File: src/hw/rtl/sss_pkg.sv
package sss_pkg;

   // field widths fixed by the transaction format
   localparam int OP_W       = 2;
   localparam int OWNER_ID_W = 16;
   localparam int SHARE_W    = 8;
   localparam int CIDX_W     = 6;
   localparam int MASK_W     = 64;
   localparam int STATUS_W   = 3;
   localparam int TICK_W     = 7;
   localparam int NUM_W      = 30;
   localparam int PASS_W     = 31;
   localparam int CSR_IDX_W  = 4;
   localparam int CSR_DATA_W = 32;

   // operations
   localparam logic [OP_W-1:0] OP_SET    = 2'd0;
   localparam logic [OP_W-1:0] OP_REMOVE = 2'd1;
   localparam logic [OP_W-1:0] OP_CHARGE = 2'd2;
   localparam logic [OP_W-1:0] OP_PICK   = 2'd3;

   // status codes
   localparam logic [STATUS_W-1:0] ST_OK        = 3'd0;
   localparam logic [STATUS_W-1:0] ST_BAD_SHARE = 3'd1;
   localparam logic [STATUS_W-1:0] ST_OVER      = 3'd2;
   localparam logic [STATUS_W-1:0] ST_FULL      = 3'd3;
   localparam logic [STATUS_W-1:0] ST_NOT_FOUND = 3'd4;

   // register indexes
   localparam logic [CSR_IDX_W-1:0] CSR_NUMERATOR  = 4'd0;
   localparam logic [CSR_IDX_W-1:0] CSR_PASS_LIMIT = 4'd1;
   localparam logic [CSR_IDX_W-1:0] CSR_SHARE_LIM  = 4'd2;
   localparam logic [CSR_IDX_W-1:0] CSR_TOTAL_TIX  = 4'd3;

   localparam logic [NUM_W-1:0]  RST_NUMERATOR  = 30'd1000000;
   localparam logic [NUM_W-1:0]  RST_PASS_LIMIT = 30'd100000000;
   localparam logic [TICK_W-1:0] RST_SHARE_LIM  = 7'd80;
   localparam logic [TICK_W-1:0] RST_TOTAL_TIX  = 7'd100;

   typedef struct packed {
      logic                load;
      logic                scan_clr;
      logic                scan_step;
      logic                rd_en;
      logic                rd_charge;
      logic                status_we;
      logic [STATUS_W-1:0] status;
      logic                div_start;
      logic                div_bg;
      logic                div_keep;
      logic                ss_commit;
      logic                rm_commit;
      logic                ch_commit;
      logic                pk_eval;
      logic                pk_finish;
      logic                out_load;
   } cmd_type;

   typedef struct packed {
      logic [OP_W-1:0] op;
      logic            share_bad;
      logic            over_limit;
      logic            cnt_end;
      logic            slot_free;
      logic            cbg;
      logic            cidx_out;
      logic            owner_hit;
      logic            rd_last;
      logic            div_done;
   } st_type;

endpackage

File: src/hw/rtl/sss_ctrl.sv
module sss_ctrl import sss_pkg::*; (
   input  logic    clock,
   input  logic    reset,
   input  logic    req_valid,
   output logic    req_ready,
   output logic    rsp_valid,
   input  logic    rsp_ready,
   output cmd_type cmd,
   input  st_type  st
);

   localparam logic [3:0] S_IDLE      = 4'd0;
   localparam logic [3:0] S_DECODE    = 4'd1;
   localparam logic [3:0] S_SS_SCAN   = 4'd2;
   localparam logic [3:0] S_DIV_BG    = 4'd3;
   localparam logic [3:0] S_DIV_EN    = 4'd4;
   localparam logic [3:0] S_RM_SCAN   = 4'd5;
   localparam logic [3:0] S_CH_WRITE  = 4'd6;
   localparam logic [3:0] S_PK_SCAN   = 4'd7;
   localparam logic [3:0] S_PK_DONE   = 4'd8;
   localparam logic [3:0] S_FIN       = 4'd9;

   logic [3:0] state_ff, state_in;
   logic       rsp_valid_ff, rsp_valid_in;

   always_comb begin
      cmd       = '0;
      state_in  = state_ff;
      req_ready = state_ff == S_IDLE;
      case (state_ff)
         S_IDLE: begin
            if (req_valid) begin
               cmd.load = 1'b1;
               state_in = S_DECODE;
            end
         end
         S_DECODE: begin
            case (st.op)
               OP_SET: begin
                  if (st.share_bad) begin
                     cmd.status_we = 1'b1;
                     cmd.status    = ST_BAD_SHARE;
                     state_in      = S_FIN;
                  end else if (st.over_limit) begin
                     cmd.status_we = 1'b1;
                     cmd.status    = ST_OVER;
                     state_in      = S_FIN;
                  end else begin
                     cmd.scan_clr = 1'b1;
                     state_in     = S_SS_SCAN;
                  end
               end
               OP_REMOVE: begin
                  cmd.scan_clr = 1'b1;
                  state_in     = S_RM_SCAN;
               end
               OP_CHARGE: begin
                  if (!st.cbg && st.cidx_out) begin
                     state_in = S_FIN;
                  end else begin
                     cmd.rd_en     = 1'b1;
                     cmd.rd_charge = 1'b1;
                     state_in      = S_CH_WRITE;
                  end
               end
               OP_PICK: begin
                  cmd.scan_clr = 1'b1;
                  state_in     = S_PK_SCAN;
               end
               default: state_in = S_FIN;
            endcase
         end
         S_SS_SCAN: begin
            if (st.cnt_end) begin
               cmd.status_we = 1'b1;
               cmd.status    = ST_FULL;
               state_in      = S_FIN;
            end else if (st.slot_free) begin
               cmd.div_start = 1'b1;
               cmd.div_bg    = 1'b1;
               state_in      = S_DIV_BG;
            end else begin
               cmd.scan_step = 1'b1;
            end
         end
         S_DIV_BG: begin
            cmd.div_bg = 1'b1;
            if (st.div_done) begin
               cmd.div_keep  = 1'b1;
               cmd.div_start = 1'b1;
               cmd.div_bg    = 1'b0;
               state_in      = S_DIV_EN;
            end
         end
         S_DIV_EN: begin
            if (st.div_done) begin
               cmd.ss_commit = 1'b1;
               state_in      = S_FIN;
            end
         end
         S_RM_SCAN: begin
            cmd.rd_en     = !st.cnt_end;
            cmd.scan_step = !st.cnt_end;
            if (st.owner_hit) begin
               cmd.rm_commit = 1'b1;
               state_in      = S_FIN;
            end else if (st.rd_last) begin
               cmd.status_we = 1'b1;
               cmd.status    = ST_NOT_FOUND;
               state_in      = S_FIN;
            end
         end
         S_CH_WRITE: begin
            cmd.ch_commit = 1'b1;
            state_in      = S_FIN;
         end
         S_PK_SCAN: begin
            cmd.rd_en     = !st.cnt_end;
            cmd.scan_step = !st.cnt_end;
            cmd.pk_eval   = 1'b1;
            if (st.rd_last) begin
               state_in = S_PK_DONE;
            end
         end
         S_PK_DONE: begin
            cmd.pk_finish = 1'b1;
            state_in      = S_FIN;
         end
         S_FIN: begin
            if (!rsp_valid_ff || rsp_ready) begin
               cmd.out_load = 1'b1;
               state_in     = S_IDLE;
            end
         end
         default: state_in = S_IDLE;
      endcase
   end

   always_comb begin
      if (cmd.out_load) begin
         rsp_valid_in = 1'b1;
      end else if (rsp_ready) begin
         rsp_valid_in = 1'b0;
      end else begin
         rsp_valid_in = rsp_valid_ff;
      end
   end

   always_ff @(posedge clock) begin
      if (reset) begin
         state_ff     <= S_IDLE;
         rsp_valid_ff <= 1'b0;
      end else begin
         state_ff     <= state_in;
         rsp_valid_ff <= rsp_valid_in;
      end
   end

   assign rsp_valid = rsp_valid_ff;

endmodule

File: config.mk
export PLATFORM = sky130hd
export DESIGN_NAME = sss_ctrl
export DESIGN_NICKNAME = d
export VERILOG_FILES = /design/src/hw/rtl/sss_pkg.sv /design/src/hw/rtl/sss_ctrl.sv
export SDC_FILE = /design/constraint.sdc
export NUM_CORES = 1
export LEC_CHECK = 0
export BUFFER_PORTS_ARGS = -buffer_cell sky130_fd_sc_hd__buf_4
export CAP_MARGIN = 20
export CORE_UTILIZATION = 45
export DETAILED_ROUTE_END_ITERATION = 8
export GPL_TIMING_DRIVEN = 1
export PLACE_DENSITY = 0.91
export SETUP_SLACK_MARGIN = 0.05
export SLEW_MARGIN = 20
export SYNTH_ARGS = -nofsm -noshare
export SYNTH_HDL_FRONTEND = slang
export SYNTH_SLANG_ARGS = --single-unit
File: constraint.sdc
create_clock -name clock -period 2.5 [get_ports clock]
set_input_delay 0.25 -clock clock [delete_from_list [all_inputs] [get_ports clock]]
set_output_delay 0.25 -clock clock [all_outputs]
set_load 0.02 [all_outputs]
Yosys cells after proc, flatten, opt, wreduce, memory -nomap -nowiden --
Cells that the tools add are included.
Storage, ports and cells: bits in registers 5, output and inout port bits 20, word-level logic and storage cells 83
Operators by class: eq/ne operators 19, muxes and demuxes 50, reductions and logical operators 12
Operator list (number):
- $mux W4 | 18
- $pmux W4 S9 | 1
- $mux W1 | 20
- $eq A4 B3 Y1 const B | 4
- $pmux W4 S4 | 1
- $pmux W4 S3 | 1
- $ne A2 B2 Y1 const B | 5
- $eq A4 B2 Y1 const B | 2
- $eq A4 B4 Y1 const B | 2
- $mux W2 | 4
- $reduce_and A7 Y1 | 1
- $ne A3 B3 Y1 const B | 2
- $pmux W1 S2 | 3
- $reduce_or A2 Y1 | 3
- $eq A2 B2 Y1 const B | 2
- $eq A4 B1 Y1 const B | 1
- $logic_not A4 Y1 | 1
- $pmux W2 S2 | 1
- $logic_not A1 Y1 | 3
- $mux W3 | 1
- $eq A2 B1 Y1 const B | 1
- $logic_not A2 Y1 | 1
- $reduce_bool A2 Y1 | 1
- $logic_and A1 B1 Y1 | 1
- $logic_or A1 B1 Y1 | 1

Depth between registers and ports, before layout --
Gate-level depths: netlist of run 1.
depth after elaboration 5, mapped depth 5, depth with buffers taken out 4

Worst setup path after synthesis of run 1 --
No wires, ideal clock.
kind reg2out, start point reg state_ff[0], end point out cmd[12] in the netlist's numbering, arrival 1.804 ns, data required time 2.250 ns, setup slack 0.446 ns, cell stages (with the launch flop) 5, buffers on the path 1, cell sequence dfxtp_1 clkbuf_1 nand2_1 nor4_1 nand3b_1
RTL lines:
- start, declared | RTL line sss_ctrl.sv:23 | logic [3:0] state_ff, state_in;
- start signal, assigned | RTL line sss_ctrl.sv:154 | state_ff <= state_in;
- end, declared | RTL line sss_ctrl.sv:8 | output cmd_type cmd,

==> results.tsv, run 1 <==
metric	value	unit
status	complete, no violations	
cp-end-kind	primary output	
port_buffers	34	
area_growth	44.91	%
critPathLaunch	state_ff[0]	
combPwrFrac	66.9	%
synth.cell_area	626.9	um^2
required	2250	ps
leakage	0.0004337	uW
postCtsHoldBufs	0	
cts_tree	done	
syn_nets	105	
rsz0062_at_grt	no	
vias	824	
fp-row-count	13	
post_drt_via_cell_ratio	5.971	
clk_pin_slew	40	ps
worstPathArrival	2010	ps
power	820.7	uW
avgSynthCellArea	6.965	um^2
die_height	39.32	um
grt_overflow_total	0	
place_congestion	0.8700	
cts.sinks	5	
start_util	48.17	%
cp_slowest_cell	dfxtp_1	
tightestPinTransition	544.1	ps
post-cts-setup-buffers	0	
worst_clock_skew	3.177	ps
grt_start_max_net_pins	17	
finalSetupTns	0	ps
drc	0	
grt_antenna_before_repair	0	
ys_async_sr_fraction	0	%
grt_usage	26.90	%
cpLargestDelayFamily	simple AND/OR/NAND/NOR gates	
p_switching	410.5	uW
post-route-util	69.81	%
hold_end	state_ff[1]	
cpPeakStageDelay	590	ps
cts_buffer_depth	2	
postSynthCellCount	90	
intPower	410.1	uW
root_buffer	clkbuf_4	
grt_pass1_vias	680	
insertion_delay	240	ps
fin_area	908.4	um^2
drt-initial-drc-count	29	
clock_power_share	11.1	%
sequentialPowerShare	21.9	%
dpl_cell_area	882.1	um^2
hold_viol	0	
min_delay_path_depth	2	
maxSlewViolCount	0	
critical_path_buf_inv_count	1	
post-route-period-util	90.30	%
crit_type	reg2out	
p_per_area	903.5	mW/mm^2
ff2ff_setup_slack	660	ps
hold_class	in2reg	
ios	35	
drtAntennaViolNets	0	
crit_chain	nand2b_1 -> or4_1 -> o21bai_1 -> nand3b_1 -> buf_4	
yosysWarnings	0	
cp.depth	5	
drt_pre_antenna_iters	4	
r2r-end	state_ff[0]	
maxSlewHeadroom	63.23	%
cts_buffers	3	
cts.htree.levels	1	
swShare	50.03	%
synth_edf_count	0	
n_antenna_cell	0	
ctsResizeCount	0	
vdd_drop_max	419.9	uV
dieArea	0.001546	mm^2
drt-met1-wl	726	um
hpwl	1374	um
route.met3.wl	157	um
grt_pass1_wl	2877	um
fin_crit	2257	ps
max_freq	0.4430	GHz
top_layer_used	met4	
synth_seq_cells	5	
met2_length	960	um
coreArea	0.001301	mm^2
wl	1860	um
die_w	39.32	um
crit_fanout	15	
rr_worst_depth	4	
r2r-start	state_ff[0]	
seq_area_frac_synth	15.97	%
synth_ff_type	dfxtp_1	
hold_ws	240.5	ps
max-cap-violations	0	
drive_above_1_share	32.52	%
fin_nets	139	
setup_violations	0	
cp-start-kind	flop	
wl_per_cell	13.48	um
synth.distinct_cells	37	
hold_start	reset	
==> power by group through the flow <==
stage	logic, uW	clock network [uW]	registers [uW]
after detailed placement	541	0	179
after global placement	530	0	173
after floorplan	406	0	136
after CTS	546	93.3	178
final	549	91.3	180
after global routing	593	104	188
==> cell usage in the layout (no fill, tap or decap), types with 2 or more instances in the layout <==
cell type,n
o21bai_1,2
inv_1,5
o21a_1,2
nor2_1,10
and3_1,2
or4_1,2
or3_1,2
buf_4,35
nand3b_1,3
dfxtp_1,5
clkbuf_4,3
nor2b_1,3
a211oi_1,2
nand2_1,3
nor3_1,5
nand2b_1,6
mux2i_1,2
a31oi_1,3
nor4_1,4
o21ai_0,5
and2_1,2
==> how the worst max path moves through the flow <==
stage / end
global route: cmd[12]
CTS: cmd[12]
detailed placement: cmd[12]
finish: cmd[12]
floorplan: cmd[12]
global placement: cmd[12]
==> cell type report <==
| type | instances | area (um^2) |
|---|---|---|
| Multi-Input combinational cell | 74 | 481.7 |
| Fill cell | 119 | 392.9 |
| Timing Repair Buffer | 35 | 262.8 |
| Sequential cell | 5 | 100.1 |
| Clock buffer | 4 | 26.28 |
| Inverter | 5 | 18.77 |
| Tap cell | 15 | 18.77 |
==> registers in the layout, indices dropped and copies added, names as in the netlist <==
register   flops
rsp_valid      1
state_ff       4
==> Yosys cell counts (all sizes together), types with 2 or more instances <==
master | instances | area [um^2]
or3 | 2 | 12.51
nand3b | 3 | 22.52
and2 | 2 | 12.51
or4 | 2 | 15.01
dfxtp | 5 | 100.1
nor2 | 10 | 37.54
o21ai | 5 | 25.02
a211oi | 2 | 15.01
nand2 | 3 | 11.26
and3 | 2 | 12.51
o21bai | 2 | 15.01
inv | 5 | 18.77
or2 | 2 | 12.52
clkbuf | 5 | 18.77
nand2b | 6 | 37.54
mux2i | 2 | 20.02
nor3 | 5 | 25.02
nor4 | 4 | 25.02
o21a | 2 | 15.01
a31oi | 3 | 18.77
nor2b | 3 | 18.77
==> metal layers <==
metal / vias up / track usage [%]
met5: - / 0
met4: 0 / 3.448
met3: 2 / 6.818
met2: 47 / 50.00
met1: 369 / 31.16
li1: 406 / -
==> stage by stage <==
stage	cells	setup WS, ps
final	138	242.5
after detailed placement	134	512.7
after global routing	138	88.12
after global placement	134	589.4
after floorplan	90	445.8
after CTS	138	252.2
==> logic make-up (layout without fill, tap and decap cells) <==
family | count (synthesis) | in the layout | synth area share, %
mux | 3 | 3 | 4.990
simple gates | 48 | 48 | 43.91
buf+inv | 11 | 44 | 7.187
flops | 5 | 5 | 15.97
compound gates | 23 | 23 | 27.94
Power figures use the tool's default switching activity.
==> run 2: changes to the inputs <==
- CORE_MARGIN: unset -> 2
- GPL_TIMING_DRIVEN: 1 -> 0
==> results.tsv, run 2 (synthesized netlist as in run 1, its figures left out) <==
metric	value	unit
final_cells	143	
dp_slack	624.9	ps
wl	1948	um
coreArea	0.001301	mm^2
cts.htree.levels	1	
drc	0	
drt_pre_antenna_iters	5	
cp-end-kind	primary output	
cp_slowest_cell	nor4_1	
cts_buffers	3	
grt_overflow_total	0	
root_buffer	clkbuf_4	
required	2250	ps
fin_nets	144	
leakage	0.0004397	uW
finalWorstSetupSlack	299.6	ps
grt_start_max_net_pins	11	
n_antenna_cell	0	
insertion_delay	250	ps
place_congestion	0.8648	
crit_chain	clkbuf_1 -> nand2_1 -> nor4_1 -> nand3b_1 -> buf_4	
grt_antenna_before_repair	0	
hold_viol	0	
grt_pass1_wl	3063	um
postCtsHoldBufs	0	
p_per_area	920.0	mW/mm^2
drt-initial-drc-count	30	
worst_clock_skew	2.083	ps
grt_usage	26.50	%
port_buffers	34	
drive_above_1_share	31.25	%
cts_tree	done	
largest_reg_flops	4	
finalSetupTns	0	ps
hpwl	1475	um
maxSlewHeadroom	60.18	%
post_drt_via_cell_ratio	6.105	
tightestPinTransition	589.2	ps
ctsResizeCount	0	
crit_type	reg2out	
die_w	41.32	um
critical_path_buf_inv_count	2	
vias	873	
final_cell_mix	buf_4, nor2_1, clkbuf_1, nand2b_1	
max-cap-violations	0	
cpPeakStageDelay	440	ps
cts_buffer_depth	2	
fp-row-count	13	
ios	35	
cp-start-kind	flop	
clk_pin_slew	50	ps
wl_per_cell	13.62	um
setup_violations	0	
cpLargestDelayFamily	simple AND/OR/NAND/NOR gates	
hold_class	in2reg	
max_freq	0.4545	GHz
die_height	41.32	um
crit_fanout	10	
post-cts-setup-buffers	0	
status	complete, no violations	
vdd_drop_max	405.8	uV
worstPathArrival	1950	ps
start_util	48.17	%
drtAntennaViolNets	0	
cts.sinks	5	
maxSlewViolCount	0	
post-route-period-util	88.02	%
largest-register	state_ff	
dieArea	0.001707	mm^2
n_fill_cell	113	
fin_crit	2200	ps
grt_pass1_vias	752	
dp.cells	139	
rsz0062_at_grt	no	
area_growth	47.90	%
layout_commonest_cell	buf_4	
-- run 2: changes by cell type in the layout (fill, tap and decap cells not counted) --
cell,delta
clkbuf_1,+5
-- run 2: metal layers --
| layer | global-route usage, % | wire length (um) |
|---|---|---|
| met2 | 50.00 | 998 |
| met3 | 2.660 | 159 |
| met1 | 30.97 | 762 |
| met5 | 0 | 0 |
| met4 | 8.065 | 27 |
-- run 2: final timing paths --
check              start           to  slack (ps)  depth (start not counted)
max          state_ff[0]      cmd[12]         300                          5
min                reset  state_ff[1]         230                          2
max reg2reg  state_ff[0]  state_ff[3]         840                          5
min reg2reg    rsp_valid    rsp_valid         680                          3
-- run 2: power by group --
part,switching [uW],internal (uW)
sequential,37.3,107
clock,36.6,60.6
combinational,359,252
total,433,420
-- run 2: final cells by class --
type                    instances  area [um^2]  area share (%)
clock buffers                   4        26.28           2.834
inverters                       5        18.77           2.024
multi-input cells              74        481.7           51.96
flip-flops and latches          5        100.1           10.80
well taps                      15        18.77           2.024
repair buffers                 34        255.2           27.53
plain buffers                   6        26.28           2.834
-- run 2: per-stage QoR --
step                total power, uW  area (um^2)  hold WS (ps)  util [%]
floorplan                     542.1        626.9         319.4         -
global placement              730.9        900.9         474.9     69.23
detailed placement            743.7        900.9         475.5     69.23
CTS                           847.0        927.1         220.2     71.25
global route                  914.9        927.1         236.6     71.25
finish                        852.9        927.1         227.8     71.25
